### src/rtl/core/hsbp_ram.sv
`timescale 1ns / 1ps
// ----------------------------------------------------------------------------
// hsbp_ram
// Generic single-write, single-read RAM with registered read data.
// ----------------------------------------------------------------------------
module hsbp_ram #(
	parameter int Width = 8,
	parameter int Depth = 256
) (
	input  logic                     clk,
	input  logic                     we,
	input  logic [$clog2(Depth)-1:0] waddr,
	input  logic [Width-1:0]         wdata,
	input  logic                     re,
	input  logic [$clog2(Depth)-1:0] raddr,
	output logic [Width-1:0]         rdata
);

	logic [Width-1:0] mem_q [Depth];

	// Write port
	always_ff @(posedge clk) begin
		if (we) begin
			mem_q[waddr] <= wdata;
		end
	end

	// Registered read port, held while not enabled
	always_ff @(posedge clk) begin
		if (re) begin
			rdata <= mem_q[raddr];
		end
	end

endmodule

### config.mk
export PLATFORM = sky130hd
export DESIGN_NAME = hsbp_ram
export DESIGN_NICKNAME = d
export VERILOG_FILES = /design/src/rtl/core/hsbp_ram.sv
export SDC_FILE = /design/constraint.sdc
export NUM_CORES = 2
export LEC_CHECK = 0
export BUFFER_PORTS_ARGS = -buffer_cell sky130_fd_sc_hd__buf_4
export CORE_AREA = 2 2 364 637
export DETAILED_ROUTE_END_ITERATION = 7
export DIE_AREA = 0 0 366 639
export GPL_ROUTABILITY_DRIVEN = 0
export GPL_TIMING_DRIVEN = 0
export SLEW_MARGIN = 20
export SYNTH_ARGS = -nofsm -noshare
export SYNTH_HDL_FRONTEND = slang
export SYNTH_SLANG_ARGS = --single-unit
### constraint.sdc
create_clock -name clk -period 4.6 [get_ports clk]
set_clock_uncertainty 0.2 [all_clocks]
set_input_delay 0.46 -clock clk [delete_from_list [all_inputs] [get_ports clk]]
set_output_delay 0.46 -clock clk [all_outputs]
set_load 0.01 [all_outputs]
==> impl_results.md <==
- Outcome: finished with violations
- Violated checks: negative setup slack
- Post-Syn Nets: 3,760
- Buf+Inv Stages, Crit Path: 5
- CP max FO: 14
- Final worst slack: -0.0928 ns
- Flop pwr share: 53.8%
- Pleak: 0.0276 uW
- Layout cells sized above 1: 23.3%
- Clock share of power: 40.1%
- Combinational Power Share: under 10%
- Number of synthesized register bits: 2,056
- Final HPWL from detailed placement: between 150,000 and 200,000 um
- Seq/Total Area, Yosys: 77.5%
- Dominant cells by area after synthesis: edfxtp_1 78%, mux4_2 13%, mux2i_1 1.7%
- Pin slew with the least headroom to its limit: 1.21 ns
- Post-DR vias/cell: 5.65
- Initial antenna violation count: 26
- Number of core rows: ~230
- Switch Pwr: 8430 uW
- Worst-Skew Late Latency: ~0.85 ns
- Commonest non-fill, non-tap cells in the layout: 2,056 x edfxtp_1, 454 x mux4_2, 273 x nor2_1
- Most common cell after layout, fill and taps aside: edfxtp_1
- Internal power: ~30,000 uW
- Synth cell types: 54
- H-tree depth: 4
- DRT Wirelength: 258,000 um
- # Max-Cap Violations: 0
- Die height: roughly 640 um
- Largest net degree at the start of global routing: around 120
- EDFF count, synth: 2,056
- Setup crit end kind: flop
- Met2 Resource Use GR: around two fifths
- Primary FF master, synth: edfxtp_1
- GRT busiest layer: met2
- CTS max path bufs: 4
- Pins Over Slew Limit: 0
- CP top delay family: buffers and inverters
- IO Count: 35
- Asr flop ratio synth: 0%
- CP max stage delay: between 0.9 and 1 ns
- Chip width: ~370 um
- Syn avg cell area: 21.3 um^2
- Worst VDD drop: 0.000263 V
- Max frequency: 213 MHz
- Starting Density: between 30% and 40%
- Ys Warns: 0
- Total power per unit cell area: 423 mW/mm^2
- 1st-pass router iterations: 8
- Worst Path Required: 4.88 ns
- M1 GR Usage: between 20% and 30%
- IO buf count: 27
- Met3 global-route usage: 4.38%
- TritonCTS clock tree: done
- Vias: 40.6k
- Routed Antenna Nets: 0
- Reg clk slew, reported paths: 0.07 ns
- Avg WL per Cell: between 30 and 40 um
- First-pass GRT wire length: 346,000 um
- Cells after Synth: 3,733
- Dpl ws: -0.698 ns
- Slowest-stage cell, CP: nor4_1
- Crit-path cells: buf_4 > buf_2 > nor2b_1 > clkbuf_1 > clkdlybuf4s15_1 > a22oi_1 > a21oi_1 > nor3_2 > buf_4 > nor4_1
- Area delta synth->final: 14.0%
- Post-Syn Area: 0.0796 mm^2
- Sw frac: 22.0%
- Post-route DRC: 0
- Number of DRC markers in iteration 0: 5,046
- RSZ-0062 raised after global routing: no
- Layout Nets: between 4k and 5k
- CTS buffer count: between 150 and 200
- CP dominant cell by count: buf_4
- Vias in the first global route: between 40k and 50k
- Hold crit path type: in2reg
- Sink Count: 2,056
- Setup Viol. Count Final: 3
- Total core area: 0.229 mm^2
- GR Overflow Total: 0
- Final min period: 4.69 ns
- Final period util: 102%
- Clock root buffer: clkbuf_16
- Hold Vio Cnt, Final: 0
- GRT Overall Usage: 21.7%
- Min Hold Slack: 0.243 ns
- Area leader, netlist: edfxtp_1
- Worst path arrival time: 4.97 ns
- Worst Setup Path Type: in2reg
- Critical path startpoint category: input pin
- Rel. slew slack: about a fifth
- Die area: 0.234 mm^2
- Synth top area share: 77.5%
-- power groups by stage --
stage | clock (uW) | combinational [uW] | sequential, uW
4_1_cts | 15500 | 2310 | 20700
2_1_floorplan | 0 | 1000 | 21100
3_5_place_dp | 0 | 2300 | 21100
5_1_grt | 16100 | 2380 | 20600
6_report | 15400 | 2350 | 20700
3_3_place_gp | 0 | 2170 | 21100
-- registers in the layout (all words and copies together), names as in the netlist --
| register | count |
|---|---|
| mem_q | 2048 |
| rdata | 8 |
-- through the flow --
stage | setup TNS, ns | instances | area, um^2 | power (uW) | utilization, %
floorplan | 0 | 3733 | 79600 | 22100 | -
global placement | -13.40 | 6815 | 83700 | 23300 | 36.5
detailed placement | -4.86 | 6858 | 84800 | 23400 | 37.0
CTS | 0 | 7172 | 90700 | 38400 | 39.6
global route | 0 | 7181 | 90800 | 39100 | 39.6
finish | -0.162 | 7189 | 90800 | 38400 | 39.6
-- cells by family (layout without fill, tap and decap cells) --
kind of cell           after synthesis  count (layout)  synth area share, %
DFF                               2056            2056                 77.5
muxes                              591             591                 14.6
and+or+nand+nor                    466             466                 2.63
AOI/OAI and AO/OA                  385             385                 3.42
buffers and inverters              235             623                 1.83
other                                0              13                    0
-- worst reg2reg max path, cell delays in order, from the launching register on --
cell	delay, ns
edfxtp_1	0.37
mux4_2	0.50
a22o_1	0.28
a221oi_1	0.61
o32ai_1	0.36
nor3_2	0.64
nor4_1	0.32
-- Yosys cell counts (24+ instances only) --
master and n:
nor4_1 24, o221ai_1 46, edfxtp_1 2056, nand2_1 33, clkbuf_1 111, mux2i_1 134
nand3_1 34, nor2_1 282, mux4_2 454, o22ai_1 28, nor2b_1 31, buf_2 31
buf_4 27, a21oi_1 96, a22oi_1 133
-- path summary, 6_finish.rpt --
path	startpoint	end	slack, ns	cells after the start
max	raddr[2]	rdata[5]$_DFFE_PP_	-0.09	10
min	waddr[4]	mem_q[248][7]$_DFFE_PP_	0.24	3
max reg2reg	mem_q[83][3]$_DFFE_PP_	rdata[3]$_DFFE_PP_	1.01	6
min reg2reg	mem_q[106][4]$_DFFE_PP_	rdata[4]$_DFFE_PP_	1.36	7
-- cell type report --
cell class / instances / area (um^2)
multi-input combinational: 1442 / 16500
inverter: 2 / 7.51
clock buffer: 199 / 4490
clock inverter: 106 / 1250
buffer: 233 / 1510
sequential: 2056 / 61700
tap: 3055 / 3820
fill: 20385 / 138000
timing repair buffer: 83 / 1410
antenna: 13 / 32.5
-- per-layer routing --
metal	part of all wire (%)	up-vias
met1	31	21532
met3	7.1	714
met4	10	12
met5	0.034	-
li1	-	16165
met2	51	2162
-- timing repair --
item / in CTS / in global routing
endpoints found under the hold margin: 338 / 0
endpoints found under the setup margin: 0 / 2
resized for setup: 0 / 6
buffers inserted: 0 / 0
hold buffers: 9 / 0
Power figures use the tool's default switching activity.
