`config.mk`:
```
export PLATFORM = sky130hd
export DESIGN_NAME = hsbp_packer
export DESIGN_NICKNAME = d
export VERILOG_FILES = /design/src/rtl/core/hsbp_pkg.sv /design/src/rtl/core/hsbp_packer.sv
export SDC_FILE = /design/constraint.sdc
export NUM_CORES = 1
export LEC_CHECK = 0
export BUFFER_PORTS_ARGS = -buffer_cell sky130_fd_sc_hd__buf_2
export CORE_UTILIZATION = 35
export CTS_CLUSTER_SIZE = 30
export DETAILED_ROUTE_END_ITERATION = 8
export PLACE_DENSITY = 0.52
export SYNTH_ARGS = -nofsm -noshare
export SYNTH_HDL_FRONTEND = slang
export SYNTH_SLANG_ARGS = --single-unit
```
`constraint.sdc`:
```
create_clock -name clk -period 7.8 [get_ports clk]
set_input_delay 1.17 -clock clk [delete_from_list [all_inputs] [get_ports clk]]
set_output_delay 1.17 -clock clk [all_outputs]
set_load 0.02 [all_outputs]
```
`src/rtl/core/hsbp_pkg.sv`:
```
`timescale 1ns / 1ps
// ----------------------------------------------------------------------------
// hsbp_pkg
// Shared types and constants for the Huffman stream bit packer.
// ----------------------------------------------------------------------------
package hsbp_pkg;

	// Command codes of an input request
	localparam logic [1:0] CmdLoad   = 2'd0;
	localparam logic [1:0] CmdEncode = 2'd1;
	localparam logic [1:0] CmdFlush  = 2'd2;

	localparam int LenW  = 6;   // code length field
	localparam int CodeW = 32;  // code bits field
	localparam int ByteW = 8;
	localparam int WorkW = 39;  // seven pending bits plus the longest code
	localparam int CntW  = 6;   // holds 0 .. WorkW

	// Request handed from the table lookup to the packer
	typedef struct packed {
		logic [1:0]       cmd;
		logic [LenW-1:0]  len;
		logic [CodeW-1:0] bits;
	} hsbp_req_t;

endpackage

```
`src/rtl/core/hsbp_packer.sv`:
```
`timescale 1ns / 1ps
// ----------------------------------------------------------------------------
// hsbp_packer
// Bit buffer and byte emitter: absorbs looked-up codes, emits packed bytes
// one per cycle while out_ready holds, through an output register, pads on flush.
// ----------------------------------------------------------------------------
module hsbp_packer (
	input  logic                         clk,
	input  logic                         arst_n,
	input  logic                         req_valid,
	input  hsbp_pkg::hsbp_req_t          req,
	output logic                         req_take,
	input  logic [hsbp_pkg::ByteW-1:0]   offset,
	output logic                         out_valid,
	input  logic                         out_ready,
	output logic [hsbp_pkg::ByteW-1:0]   out_byte,
	output logic                         last
);
	import hsbp_pkg::*;

	logic [WorkW-1:0] work_q;
	logic [CntW-1:0]  cnt_q;
	logic             out_valid_q;
	logic [ByteW-1:0] out_byte_q;
	logic             last_q;

	logic             out_free;
	logic             emit_now;
	logic [CntW-1:0]  base_cnt;
	logic [6:0]       base_bits;
	logic [WorkW-1:0] acc;
	logic [WorkW-1:0] emit_shift;
	logic [14:0]      pad_shift;
	logic             flush_emit;

	// Output register is free when empty or being drained
	assign out_free = !out_valid_q || out_ready;
	assign emit_now = out_free && (cnt_q >= CntW'(8));
	assign base_cnt = emit_now ? (cnt_q - CntW'(8)) : cnt_q;

	// Keep only the bits still pending after this cycle's emit
	assign base_bits = work_q[6:0] & ~(7'h7f << base_cnt[2:0]);
	assign acc       = (WorkW'(base_bits) << req.len) | WorkW'(req.bits);

	// Next full byte sits just below the valid count; flush pads with zeros
	assign emit_shift = work_q >> (cnt_q - CntW'(8));
	assign pad_shift  = {work_q[6:0], 8'h00} >> cnt_q[2:0];

	// Decide whether the waiting request can be taken this cycle
	always_comb begin
		req_take   = 1'b0;
		flush_emit = 1'b0;
		if (req_valid) begin
			case (req.cmd)
				CmdEncode: begin
					req_take = (cnt_q < CntW'(8)) || (emit_now && cnt_q < CntW'(16));
				end
				CmdFlush: begin
					req_take   = (cnt_q < CntW'(8)) && (cnt_q == '0 || out_free);
					flush_emit = req_take && cnt_q != '0;
				end
				default: begin
					req_take = 1'b1;
				end
			endcase
		end
	end

	// Bit buffer: drop emitted bytes, append new codes
	always_ff @(posedge clk or negedge arst_n) begin
		if (!arst_n) begin
			cnt_q  <= '0;
			work_q <= '0;
		end else if (req_take && req.cmd == CmdEncode) begin
			work_q <= acc;
			cnt_q  <= base_cnt + req.len;
		end else if (flush_emit) begin
			cnt_q <= '0;
		end else begin
			cnt_q <= base_cnt;
		end
	end

	// Output register
	always_ff @(posedge clk or negedge arst_n) begin
		if (!arst_n) begin
			out_valid_q <= 1'b0;
		end else if (emit_now || flush_emit) begin
			out_valid_q <= 1'b1;
		end else if (out_ready) begin
			out_valid_q <= 1'b0;
		end
	end

	always_ff @(posedge clk) begin
		if (emit_now) begin
			out_byte_q <= emit_shift[7:0] + offset;
			last_q     <= cnt_q < CntW'(16);
		end else if (flush_emit) begin
			out_byte_q <= pad_shift[7:0] + offset;
			last_q     <= 1'b1;
		end
	end

	assign out_valid = out_valid_q;
	assign out_byte  = out_byte_q;
	assign last      = last_q;

	// Buffer never holds more than seven pending bits plus one code
	a_cnt_bound: assert property (@(posedge clk) disable iff (!arst_n)
		cnt_q <= CntW'(WorkW))
		else $error("bit buffer count out of range");

	// A byte that is not an item's last leaves at least a full byte behind
	a_not_last: assert property (@(posedge clk) disable iff (!arst_n)
		emit_now && cnt_q >= CntW'(16) |=> cnt_q >= CntW'(8))
		else $error("byte marked not last but buffer ran short");

	// A flush that emits leaves the buffer empty
	a_flush_empty: assert property (@(posedge clk) disable iff (!arst_n)
		flush_emit |=> cnt_q == '0 && out_valid_q && last_q)
		else $error("flush did not empty the buffer");

	// Nothing is absorbed while a full byte is still waiting behind this one
	a_no_overrun: assert property (@(posedge clk) disable iff (!arst_n)
		req_take && req.cmd == CmdEncode |-> base_cnt < CntW'(8))
		else $error("code absorbed over a full byte");

endmodule

```
==> impl_results.md, run 1 <==
- Slowest cell delay on critical path: roughly 0.76 ns
- Final std cells w/o fill: 771
- Cts-stage hold buffer count: 0
- Post-detailed-placement half-perimeter wirelength: between 10000 and 15000 um
- WL/cell: approximately 21 um
- First-pass GRT wire length: roughly 25000 um
- Worst hold path type: reg2reg
- Starting density of the core: a little over a third
- Number of antenna violations at the first check in global routing: 0
- Clock tree from TritonCTS: built
- Critical path start-end classification: reg2reg
- Synth warnings: 0
- Met1 Usage GRT: between 20% and 30%
- Number of distinct library cells after synthesis: between 60 and 70
- Number of top-level pins: 63
- Area added between synthesis and finish: 9.73%
- Worst slew margin relative to its limit: between 20% and 30%
- Instance count along the most critical hold path: 2
- Most frequent cells after synthesis: mux2i_1, nand2_1, a21oi_1
- Total Nets Final: ~660
- Source-to-sink clock delay at the later pin of the worst-skew pair: 0.31 ns
- Worst path most repeated cell: ha_1
- Wire length after detailed routing: 16200 um
- Total number of vias: around 4600
- Maximum buffer depth of the clock tree: 2
- TritonCTS buffer count: 5
- Cell Area, Synth: roughly 5200 um^2
- Horizontal extent of the die: 124 um
- Worst Setup End Kind: flop
- CTS Sinks: 55
- Worst-case setup slack after placement: 3.14 ns
- Startpoint kind of the worst setup timing path: flop
- Slowest cell on crit path: ha_1
- Clock Skews: 0.00829 ns
- IO Port Bufs: between 60 and 70
- Mean instance size in the synthesized netlist: about 9.4 um^2
- Proportion of layout cells with a drive suffix above 1: roughly a fifth
- CORE AREA: 14500 um^2
- Top achievable clock speed: roughly 0.22 GHz
- Power density over the cells: 425 nW/um^2
- Post-synth EDFFs: 9
- Cells traversed along the worst timing path: buf_4, clkinv_1, ha_1, nand4_1, o32ai_1, nand2_1, o311ai_0, ha_1, a21o_1, a21oi_1, nand2b_1, a21boi_0, o41ai_1, xnor3_1
- Iteration count of the initial detailed-routing pass: 5
- Sum of negative setup slack: 0 ns
- Max IR drop VDD: 0.152 mV
- DRT antenna net count: 0
- Count leader, synth: mux2i_1
- FF+latch count, synth: 55
- Buffer cell driving the clock tree root: clkbuf_16
- FFs w/ async S/R, synth: 83.6%
- Max-slew violation count: 0
- Clock H-tree levels: 2
- FF-to-FF path depth: 14
- Drt first-iter violations: about 320
- Seq/Total Area, Yosys: 27.2%
- Post-route total power: 2.44 mW
- Unrepaired setup endpoints after global routing: no
- Final cell utilization of the core: between 30% and 40%
- Cell taking the most area after synthesis: dfrtp_1
- Dpl cells: 763
- Number of buffers added for setup after CTS: 0
- Standard-cell row count: 44
- Reported leakage power: between 2 and 2.5 nW
- Result of the run: finished clean
- Max-capacitance violation count: 0
- Net Count, Synth: roughly 630
- Overall track demand over capacity in global routing: 21.9%
- Number of standard cells after synthesis: ~560
- Max FO, Critical Path: 20
- Number of global-route vias before repair: between 4000 and 5000
- Pin count of the biggest net entering global routing: 55
- Diode count: 0
- Total DRC errors in the routed layout: 0
- Setup WS post-layout: ~3.1 ns
- Met2 capacity usage during global routing: 35.6%
- Sum of overflow across all layers after global routing: 0
- Vias per inst: between 6 and 7
- Total setup violations reported at the end of the flow: 0
- Routing layer with the top usage in global route: met2
- Largest cells by area after synthesis: dfrtp_1, mux4_2, mux2i_1
- Final period utilization: 59.6%
- Post-CTS resize count: 0
- Final critical path time including I/O delays and setup: around 4.7 ns
- Crit path arrival time: ~4.7 ns
- Overall die area: 15400 um^2
- Final number of hold-violating endpoints: 0
- Die Span Y: 124 um
- Clock slew seen by the registers of the worst setup and hold paths: around 0.080 ns
- Routability congestion estimate: 0.925
- Measured slew at the worst slew-check pin: ~1.1 ns
- Met3 track demand over resource: under 10%
- Worst Path Required: between 7 and 8 ns
- Primary flip-flop cell chosen by synthesis mapping: dfrtp_1
- Top cell type's share of synthesized area: about 22%
## placed cells by master (no fill, tap or decap), types with 5 or more instances in the layout
cell | Yosys | routed
buf_2 | 14 | 62
mux2i_1 | 51 | 51
nand2_1 | 50 | 50
a21oi_1 | 47 | 47
o21ai_0 | 46 | 46
nor2_1 | 46 | 46
dfrtp_1 | 46 | 45
mux4_2 | 30 | 30
ha_1 | 16 | 16
inv_1 | 14 | 14
nand3_1 | 13 | 13
a31oi_1 | 11 | 11
edfxtp_1 | 9 | 9
nor3_1 | 8 | 8
a211oi_1 | 8 | 8
nand2b_1 | 7 | 7
nor2b_1 | 7 | 7
xnor2_1 | 7 | 7
buf_4 | 1 | 7
mux2_2 | 6 | 6
nor4_1 | 6 | 6
mux4_1 | 6 | 6
clkbuf_16 | 0 | 5
## metrics by stage
step	cell area (um^2)	hold WS, ns
global placement	5570	0.490
CTS	5730	0.541
global route	5730	0.584
detailed placement	5570	0.523
finish	5730	0.537
floorplan	5220	0.470
## registers in the layout, summed over array words and instances, names as in the netlist
signal / flops
out_byte: 8
last: 1
out_valid: 1
cnt_q: 6
work_q: 39
## logic make-up after synthesis
family	Yosys count	share of synthesized area [%]
compound gates	161	19.2
simple gates	155	13.9
mux	93	27.0
buf+inv	62	5.92
flops	55	27.2
fa+ha+maj	18	4.60
xor+xnor	11	2.11
## power breakdown
part / switching (mW) / leakage [nW] / internal (mW)
Clock: 0.126 / 0.0772 / 0.124
Sequential: 0.140 / 0.641 / 0.432
Combinational: 0.860 / 1.63 / 0.754
## per-layer routing
metal	wire length [um]	vias to the layer above	part of all wire, %
met4	367	0	2.3
met5	0	-	0
met2	7570	193	47
li1	-	2176	-
met1	7270	2253	45
met3	991	27	6.1
## final timing paths
check                           startpoint           to  slack (ns)
worst max-delay path              cnt_q[3]  out_byte[7]        3.15
worst min-delay path            work_q[36]   work_q[36]        0.54
worst max register to register    cnt_q[3]  out_byte[7]        3.15
worst min register to register  work_q[36]   work_q[36]        0.54
max in group asynchronous           arst_n     cnt_q[0]        6.00
min in group asynchronous           arst_n   work_q[13]        1.06
## area by class of cell
| class | instances | area, um^2 |
|---|---|---|
| clock buffers | 5 | 125 |
| well taps | 184 | 230 |
| inverters | 17 | 63.8 |
| clock inverters | 3 | 33.8 |
| multi-input cells | 438 | 3490 |
| fillers | 1487 | 8810 |
| repair buffers | 69 | 363 |
| flip-flops and latches | 55 | 1420 |
## worst max-delay path, delay by kind of cell (launching register included)
kind                     cells  cell delay [ns]
buffers and inverters        2             0.61
adder cells (fa/ha/maj)      2             1.07
XOR/XNOR                     1             0.37
AO/OA/AOI/OAI                6             1.31
flip-flops                   1             0.33
AND/OR/NAND/NOR              3             0.67
(Power assumes the default switching activity.)
==> inputs of run 2 (changes only) <==
Clock period 7.8 ns to 4.8 ns, I/O delays scaled along.
==> impl_results.md, run 2 (synthesis results as in run 1) <==
- Area added between synthesis and finish: 10.5% (was 9.73%)
- Maximum buffer depth of the clock tree: 2 (unchanged)
- Die Span Y: 124 um (unchanged)
- DRT antenna net count: 0 (unchanged)
- Overall die area: 15400 um^2 (unchanged)
- Sum of buffers and inverters on the critical path: 1 (was 2)
- Clock tree from TritonCTS: built (unchanged)
- Cts-stage hold buffer count: 0 (unchanged)
- Slowest cell delay on critical path: 0.91 ns (was 0.76 ns)
- TritonCTS buffer count: 5 (unchanged)
- Max-capacitance violation count: 0 (unchanged)
- Total number of vias: 4698 (was 4649)
- Cell family with most CP delay: multiplexers (was compound AO/OA/AOI/OAI gates)
- Register bank with the most flops: work_q (unchanged)
- Slowest cell on crit path: dfrtp_2 (was ha_1)
- Overall track demand over capacity in global routing: 22.8% (was 21.9%)
- Final std cells w/o fill: 777 (was 771)
- Top achievable clock speed: 0.228 GHz (was 0.215 GHz)
- Measured slew at the worst slew-check pin: 1.11 ns (was 1.14 ns)
- Post-CTS resize count: 0 (unchanged)
- Number of buffers added for setup after CTS: 0 (unchanged)
- Final period utilization: 91.5% (was 59.6%)
- Dpl cells: 769 (was 763)
- Cells traversed along the worst timing path: buf_4, mux4_1, mux4_2, mux2i_1, o21ai_0, ha_1, a21oi_1, nand2b_1, a21boi_0, o41ai_1, xnor3_1 (was buf_4, clkinv_1, ha_1, nand4_1, o32ai_1, nand2_1, o311ai_0, ha_1, a21o_1, a21oi_1, nand2b_1, a21boi_0, o41ai_1, xnor3_1)
- Worst hold path type: reg2reg (unchanged)
- Crit path arrival time: 4.46 ns (was 4.71 ns)
- Total DRC errors in the routed layout: 0 (unchanged)
- Clock H-tree levels: 2 (unchanged)
- Worst hold-check slack: 0.559 ns (was 0.537 ns)
- Post-detailed-placement half-perimeter wirelength: 12700 um (was 12400 um)
- CTS Sinks: 55 (unchanged)
- Source-to-sink clock delay at the later pin of the worst-skew pair: 0.32 ns (was 0.31 ns)
- Post-route total power: 4.03 mW (was 2.44 mW)
- Diode count: 0 (unchanged)
- Horizontal extent of the die: 124 um (unchanged)
- Reported leakage power: 2.38 nW (was 2.35 nW)
- Flip-flop count of the largest register after layout: 39 (unchanged)
- Power density over the cells: 698 nW/um^2 (was 425 nW/um^2)
- Sum of overflow across all layers after global routing: 0 (unchanged)
- Number of top-level pins: 63 (unchanged)
- Final critical path time including I/O delays and setup: 4.39 ns (was 4.65 ns)
- Wire length after detailed routing: 16700 um (was 16200 um)
- Worst Setup End Kind: flop (unchanged)
- Result of the run: finished clean (unchanged)
- Post-route design area: 5770 um^2 (was 5730 um^2)
- WL/cell: 21.5 um (was 21.0 um)
- Leading cell type in the layout, fill and taps excluded: buf_2 (unchanged)
- Proportion of layout cells with a drive suffix above 1: 21.2% (was 20.4%)
- Placed instance area: 5610 um^2 (was 5570 um^2)
- Pin count of the biggest net entering global routing: 52 (was 55)
- Max FO, Critical Path: 36 (was 20)
- Unrepaired setup endpoints after global routing: no (unchanged)
- Max-slew violation count: 0 (unchanged)
- Number of global-route vias before repair: 4536 (was 4500)
- Drt first-iter violations: 287 (was 317)
- Clock slew seen by the registers of the worst setup and hold paths: 0.09 ns (was 0.08 ns)
- Commonest cells after routing, fill and taps aside: buf_2, mux2i_1, nand2_1, a21oi_1 (unchanged)
- Starting density of the core: 35.9% (unchanged)
- Standard-cell row count: 44 (unchanged)
- Total Nets Final: 662 (was 656)
- Max IR drop VDD: 0.226 mV (was 0.152 mV)
- Startpoint kind of the worst setup timing path: flop (unchanged)
- CORE AREA: 14500 um^2 (unchanged)
- Clock Skews: 0.0119 ns (was 0.00829 ns)
- Final number of hold-violating endpoints: 0 (unchanged)
- Worst Path Required: 4.86 ns (was 7.86 ns)
- Number of antenna violations at the first check in global routing: 0 (unchanged)
- First-pass GRT wire length: 26000 um (was 25300 um)
- Total setup violations reported at the end of the flow: 0 (unchanged)
- Iteration count of the initial detailed-routing pass: 6 (was 5)
- Routability congestion estimate: 0.917 (was 0.925)
- Buffer cell driving the clock tree root: clkbuf_16 (unchanged)
- Worst slew margin relative to its limit: 25.9% (was 23.3%)
- Sum of negative setup slack: 0 ns (unchanged)
- IO Port Bufs: 62 (unchanged)
- Critical path start-end classification: reg2reg (unchanged)
- Vias per inst: 6.05 (was 6.03)
[run 2: changes by cell type in the layout (fill, tap and decap cells not counted), sizes merged]
cell and change:
inv +2, clkinv -2, buf +6
[run 2: path summary, 6_finish.rpt]
| kind | startpoint | endpoint | slack, ns | cells past startpoint |
|---|---|---|---|---|
| min in group asynchronous | arst_n | work_q[29] | 0.61 | 1 |
| hold / removal | work_q[32] | work_q[32] | 0.56 | 1 |
| max in group asynchronous | arst_n | cnt_q[0] | 3.43 | 1 |
| setup / recovery | cnt_q[0] | out_byte[7] | 0.41 | 11 |
| hold reg to reg | work_q[32] | work_q[32] | 0.56 | 1 |
| setup reg to reg | cnt_q[0] | out_byte[7] | 0.41 | 11 |
[run 2: power by group]
part	internal, mW	switching, mW	leakage [nW]
Combinational	1.25	1.34	1.66
Sequential	0.700	0.317	0.641
Clock	0.203	0.214	0.0767
[run 2: metal layers]
metal	up-vias	global-route usage, %	wire length (um)	share of wire, %
li1	2185	-	-	-
met1	2290	31.6	7520	45
met2	193	35.4	7560	45
met3	30	3.39	1060	6.3
met4	0	9.08	563	3.4
met5	-	0	0	0
[run 2: per-stage QoR]
step / setup slack, ns / util (%)
final: 0.406 / 39.7
after global routing: 0.0984 / 39.7
after CTS: 0.351 / 39.7
after detailed placement: 0.377 / 38.6
after global placement: 0.445 / 38.6
after floorplan: 0.744 / -
[run 2: layout make-up]
cell class	count	area, um^2
Inverter	17	63.8
Multi-Input combinational cell	438	3490
Tap cell	184	230
Clock buffer	5	125
Clock inverter	3	28.8
Fill cell	1501	8770
Sequential cell	55	1420
Timing Repair Buffer	75	408
==> inputs of run 3 (changes only) <==
Settings changed: CORE_MARGIN set to 2.
==> impl_results.md, run 3 (synthesis results as in run 1) <==
- Result of the run: finished clean (unchanged)
- Measured slew at the worst slew-check pin: 1.02 ns (was 1.11 ns)
- Register bank with the most flops: work_q (unchanged)
- Worst flop-to-flop path startpoint: cnt_q[0] (unchanged)
- Dpl cells: 766 (was 769)
- Number of antenna violations at the first check in global routing: 0 (unchanged)
- Total DRC errors in the routed layout: 0 (unchanged)
- Cells traversed along the worst timing path: buf_12, mux2i_1, mux2i_1, mux4_2, mux2_2, nand2_1, o311ai_0, ha_1, a21o_1, a21oi_1, nand2b_1, a21boi_0, o41ai_1, xnor3_1 (was buf_4, mux4_1, mux4_2, mux2i_1, o21ai_0, ha_1, a21oi_1, nand2b_1, a21boi_0, o41ai_1, xnor3_1)
- Final critical path time including I/O delays and setup: 4.29 ns (was 4.39 ns)
- Area used by multi-input combinational logic: 3490 um^2 (unchanged)
- Flip-flop count of the largest register after layout: 39 (unchanged)
- Starting density of the core: 35.9% (unchanged)
- CORE AREA: 14500 um^2 (unchanged)
- Max IR drop VDD: 0.243 mV (was 0.226 mV)
- Final cell utilization of the core: 39.7% (about the same)
- Vias per inst: 6.04 (was 6.05)
- Layout filler cell count: 1494 (was 1501)
- Clock H-tree levels: 2 (unchanged)
- Horizontal extent of the die: 126 um (was 124 um)
- Leading cell type in the layout, fill and taps excluded: buf_2 (unchanged)
- Number of top-level pins: 63 (unchanged)
- Max FO, Critical Path: 31 (was 36)
- Total Nets Final: 659 (was 662)
- Die Span Y: 126 um (was 124 um)
- Final period utilization: 89.5% (was 91.5%)
- Source-to-sink clock delay at the later pin of the worst-skew pair: 0.31 ns (was 0.32 ns)
- Critical Path Source: cnt_q[0] (unchanged)
- Worst R2R End: out_byte[7] (unchanged)
- Clock tree from TritonCTS: built (unchanged)
- Worst Path Required: 4.86 ns (about the same)
- Top achievable clock speed: 0.233 GHz (was 0.228 GHz)
- Buffer cell driving the clock tree root: clkbuf_16 (unchanged)
- Post-route design area: 5760 um^2 (was 5770 um^2)
- Clock Skews: 0.00834 ns (was 0.0119 ns)
- Placed instance area: 5600 um^2 (was 5610 um^2)
- Commonest cells after routing, fill and taps aside: buf_2, mux2i_1, nand2_1, a21oi_1 (unchanged)
- Routability congestion estimate: 0.911 (was 0.917)
- Final std cells w/o fill: 774 (was 777)
- Number of buffers added for setup after CTS: 0 (unchanged)
- Startpoint kind of the worst setup timing path: flop (unchanged)
- Cts-stage hold buffer count: 0 (unchanged)
- DRT antenna net count: 0 (unchanged)
- Number of global-route vias before repair: 4538 (was 4536)
- TritonCTS buffer count: 5 (unchanged)
- Post-CTS resize count: 0 (unchanged)
- Worst Setup End Kind: flop (unchanged)
- CTS Sinks: 55 (unchanged)
- Max-capacitance violation count: 0 (unchanged)
- Crit path arrival time: 4.35 ns (was 4.46 ns)
- Total number of vias: 4677 (was 4698)
- Sum of negative setup slack: 0 ns (unchanged)
- Slowest cell delay on critical path: 0.66 ns (was 0.91 ns)
- Diode count: 0 (unchanged)
- Pin count of the biggest net entering global routing: 47 (was 52)
- Maximum buffer depth of the clock tree: 2 (unchanged)
- Crit path to: out_byte[7] (unchanged)
- IO Port Bufs: 62 (unchanged)
- FF-to-FF setup slack: 0.51 ns (was 0.41 ns)
- Iteration count of the initial detailed-routing pass: 5 (was 6)
- Proportion of layout cells with a drive suffix above 1: 20.8% (was 21.2%)
- Unrepaired setup endpoints after global routing: no (unchanged)
- Worst hold path type: in2async (was reg2reg)
- Final number of hold-violating endpoints: 0 (unchanged)
- Reported leakage power: 2.37 nW (was 2.38 nW)
- WL/cell: 20.8 um (was 21.5 um)
- Area added between synthesis and finish: 10.4% (was 10.5%)
- Drt first-iter violations: 304 (was 287)
- Total setup violations reported at the end of the flow: 0 (unchanged)
- Standard-cell row count: 44 (unchanged)
- Clock slew seen by the registers of the worst setup and hold paths: 0.08 ns (was 0.09 ns)
- Overall track demand over capacity in global routing: 20.5% (was 22.8%)
- Slowest cell on crit path: dfrtp_2 (unchanged)
- Overall die area: 15900 um^2 (was 15400 um^2)
- Sum of overflow across all layers after global routing: 0 (unchanged)
- Post-detailed-placement half-perimeter wirelength: 12500 um (was 12700 um)
- First-pass GRT wire length: 25800 um (was 26000 um)
- Worst path most repeated cell: mux2i_1
- Max-slew violation count: 0 (unchanged)
- Critical path start-end classification: reg2reg (unchanged)
- Power density over the cells: 692 nW/um^2 (was 698 nW/um^2)
- Worst slew margin relative to its limit: 31.2% (was 25.9%)
- Register area: 1420 um^2 (unchanged)
- Wire length after detailed routing: 16100 um (was 16700 um)
- FF-to-FF path depth: 14 (was 11)
-- run 3: changes by cell type in the layout (fill, tap and decap cells not counted), sizes merged --
cell and delta:
buf -3, inv -2, clkinv +2
-- run 3: cell type report --
cell class                      instances  share of cell area, %
Multi-Input combinational cell        438                   60.6
Sequential cell                        55                   24.7
Timing Repair Buffer                   72                   6.90
Tap cell                              184                   3.99
Clock buffer                            5                   2.17
Inverter                               17                   1.11
Clock inverter                          3                  0.586
-- run 3: layer usage --
| metal | vias up | GRT usage, % | routed length (um) |
|---|---|---|---|
| met5 | - | 0 | 0 |
| met4 | 0 | 6.66 | 437 |
| met3 | 26 | 2.51 | 841 |
| met2 | 170 | 32.3 | 7380 |
| met1 | 2299 | 29.4 | 7460 |
| li1 | 2182 | - | - |
-- run 3: critical path, delay by kind of cell, from the launching register on --
family          cells  cell delay, ns
fa+ha+maj           1            0.32
simple gates        2            0.22
mux                 4            1.20
buf+inv             1            0.28
xor+xnor            1            0.37
compound gates      5            0.97
flops               1            0.66
-- run 3: per-stage QoR --
stage	setup slack, ns	hold WS (ns)	total power [mW]
2_1_floorplan	0.744	0.424	2.96
3_3_place_gp	0.576	0.505	3.53
3_5_place_dp	0.529	0.530	3.58
4_1_cts	0.508	0.510	4.00
5_1_grt	0.202	0.543	4.28
6_report	0.506	0.489	3.99
-- run 3: worst min path at each step --
stage | start | endpoint | slack, ns | cells after the start
2_1_floorplan | arst_n | cnt_q[0] | 0.42 | 0
3_3_place_gp | work_q[36] | work_q[36] | 0.51 | 2
3_5_place_dp | work_q[32] | work_q[32] | 0.53 | 1
4_1_cts | arst_n | work_q[17] | 0.51 | 2
5_1_grt | arst_n | work_q[29] | 0.54 | 2
6_report | arst_n | work_q[29] | 0.49 | 2
-- run 3: power breakdown --
group          total [mW]  switching [mW]  internal [mW]
clock               0.406           0.204          0.202
combinational        2.63            1.38           1.25
sequential          0.955           0.254          0.701
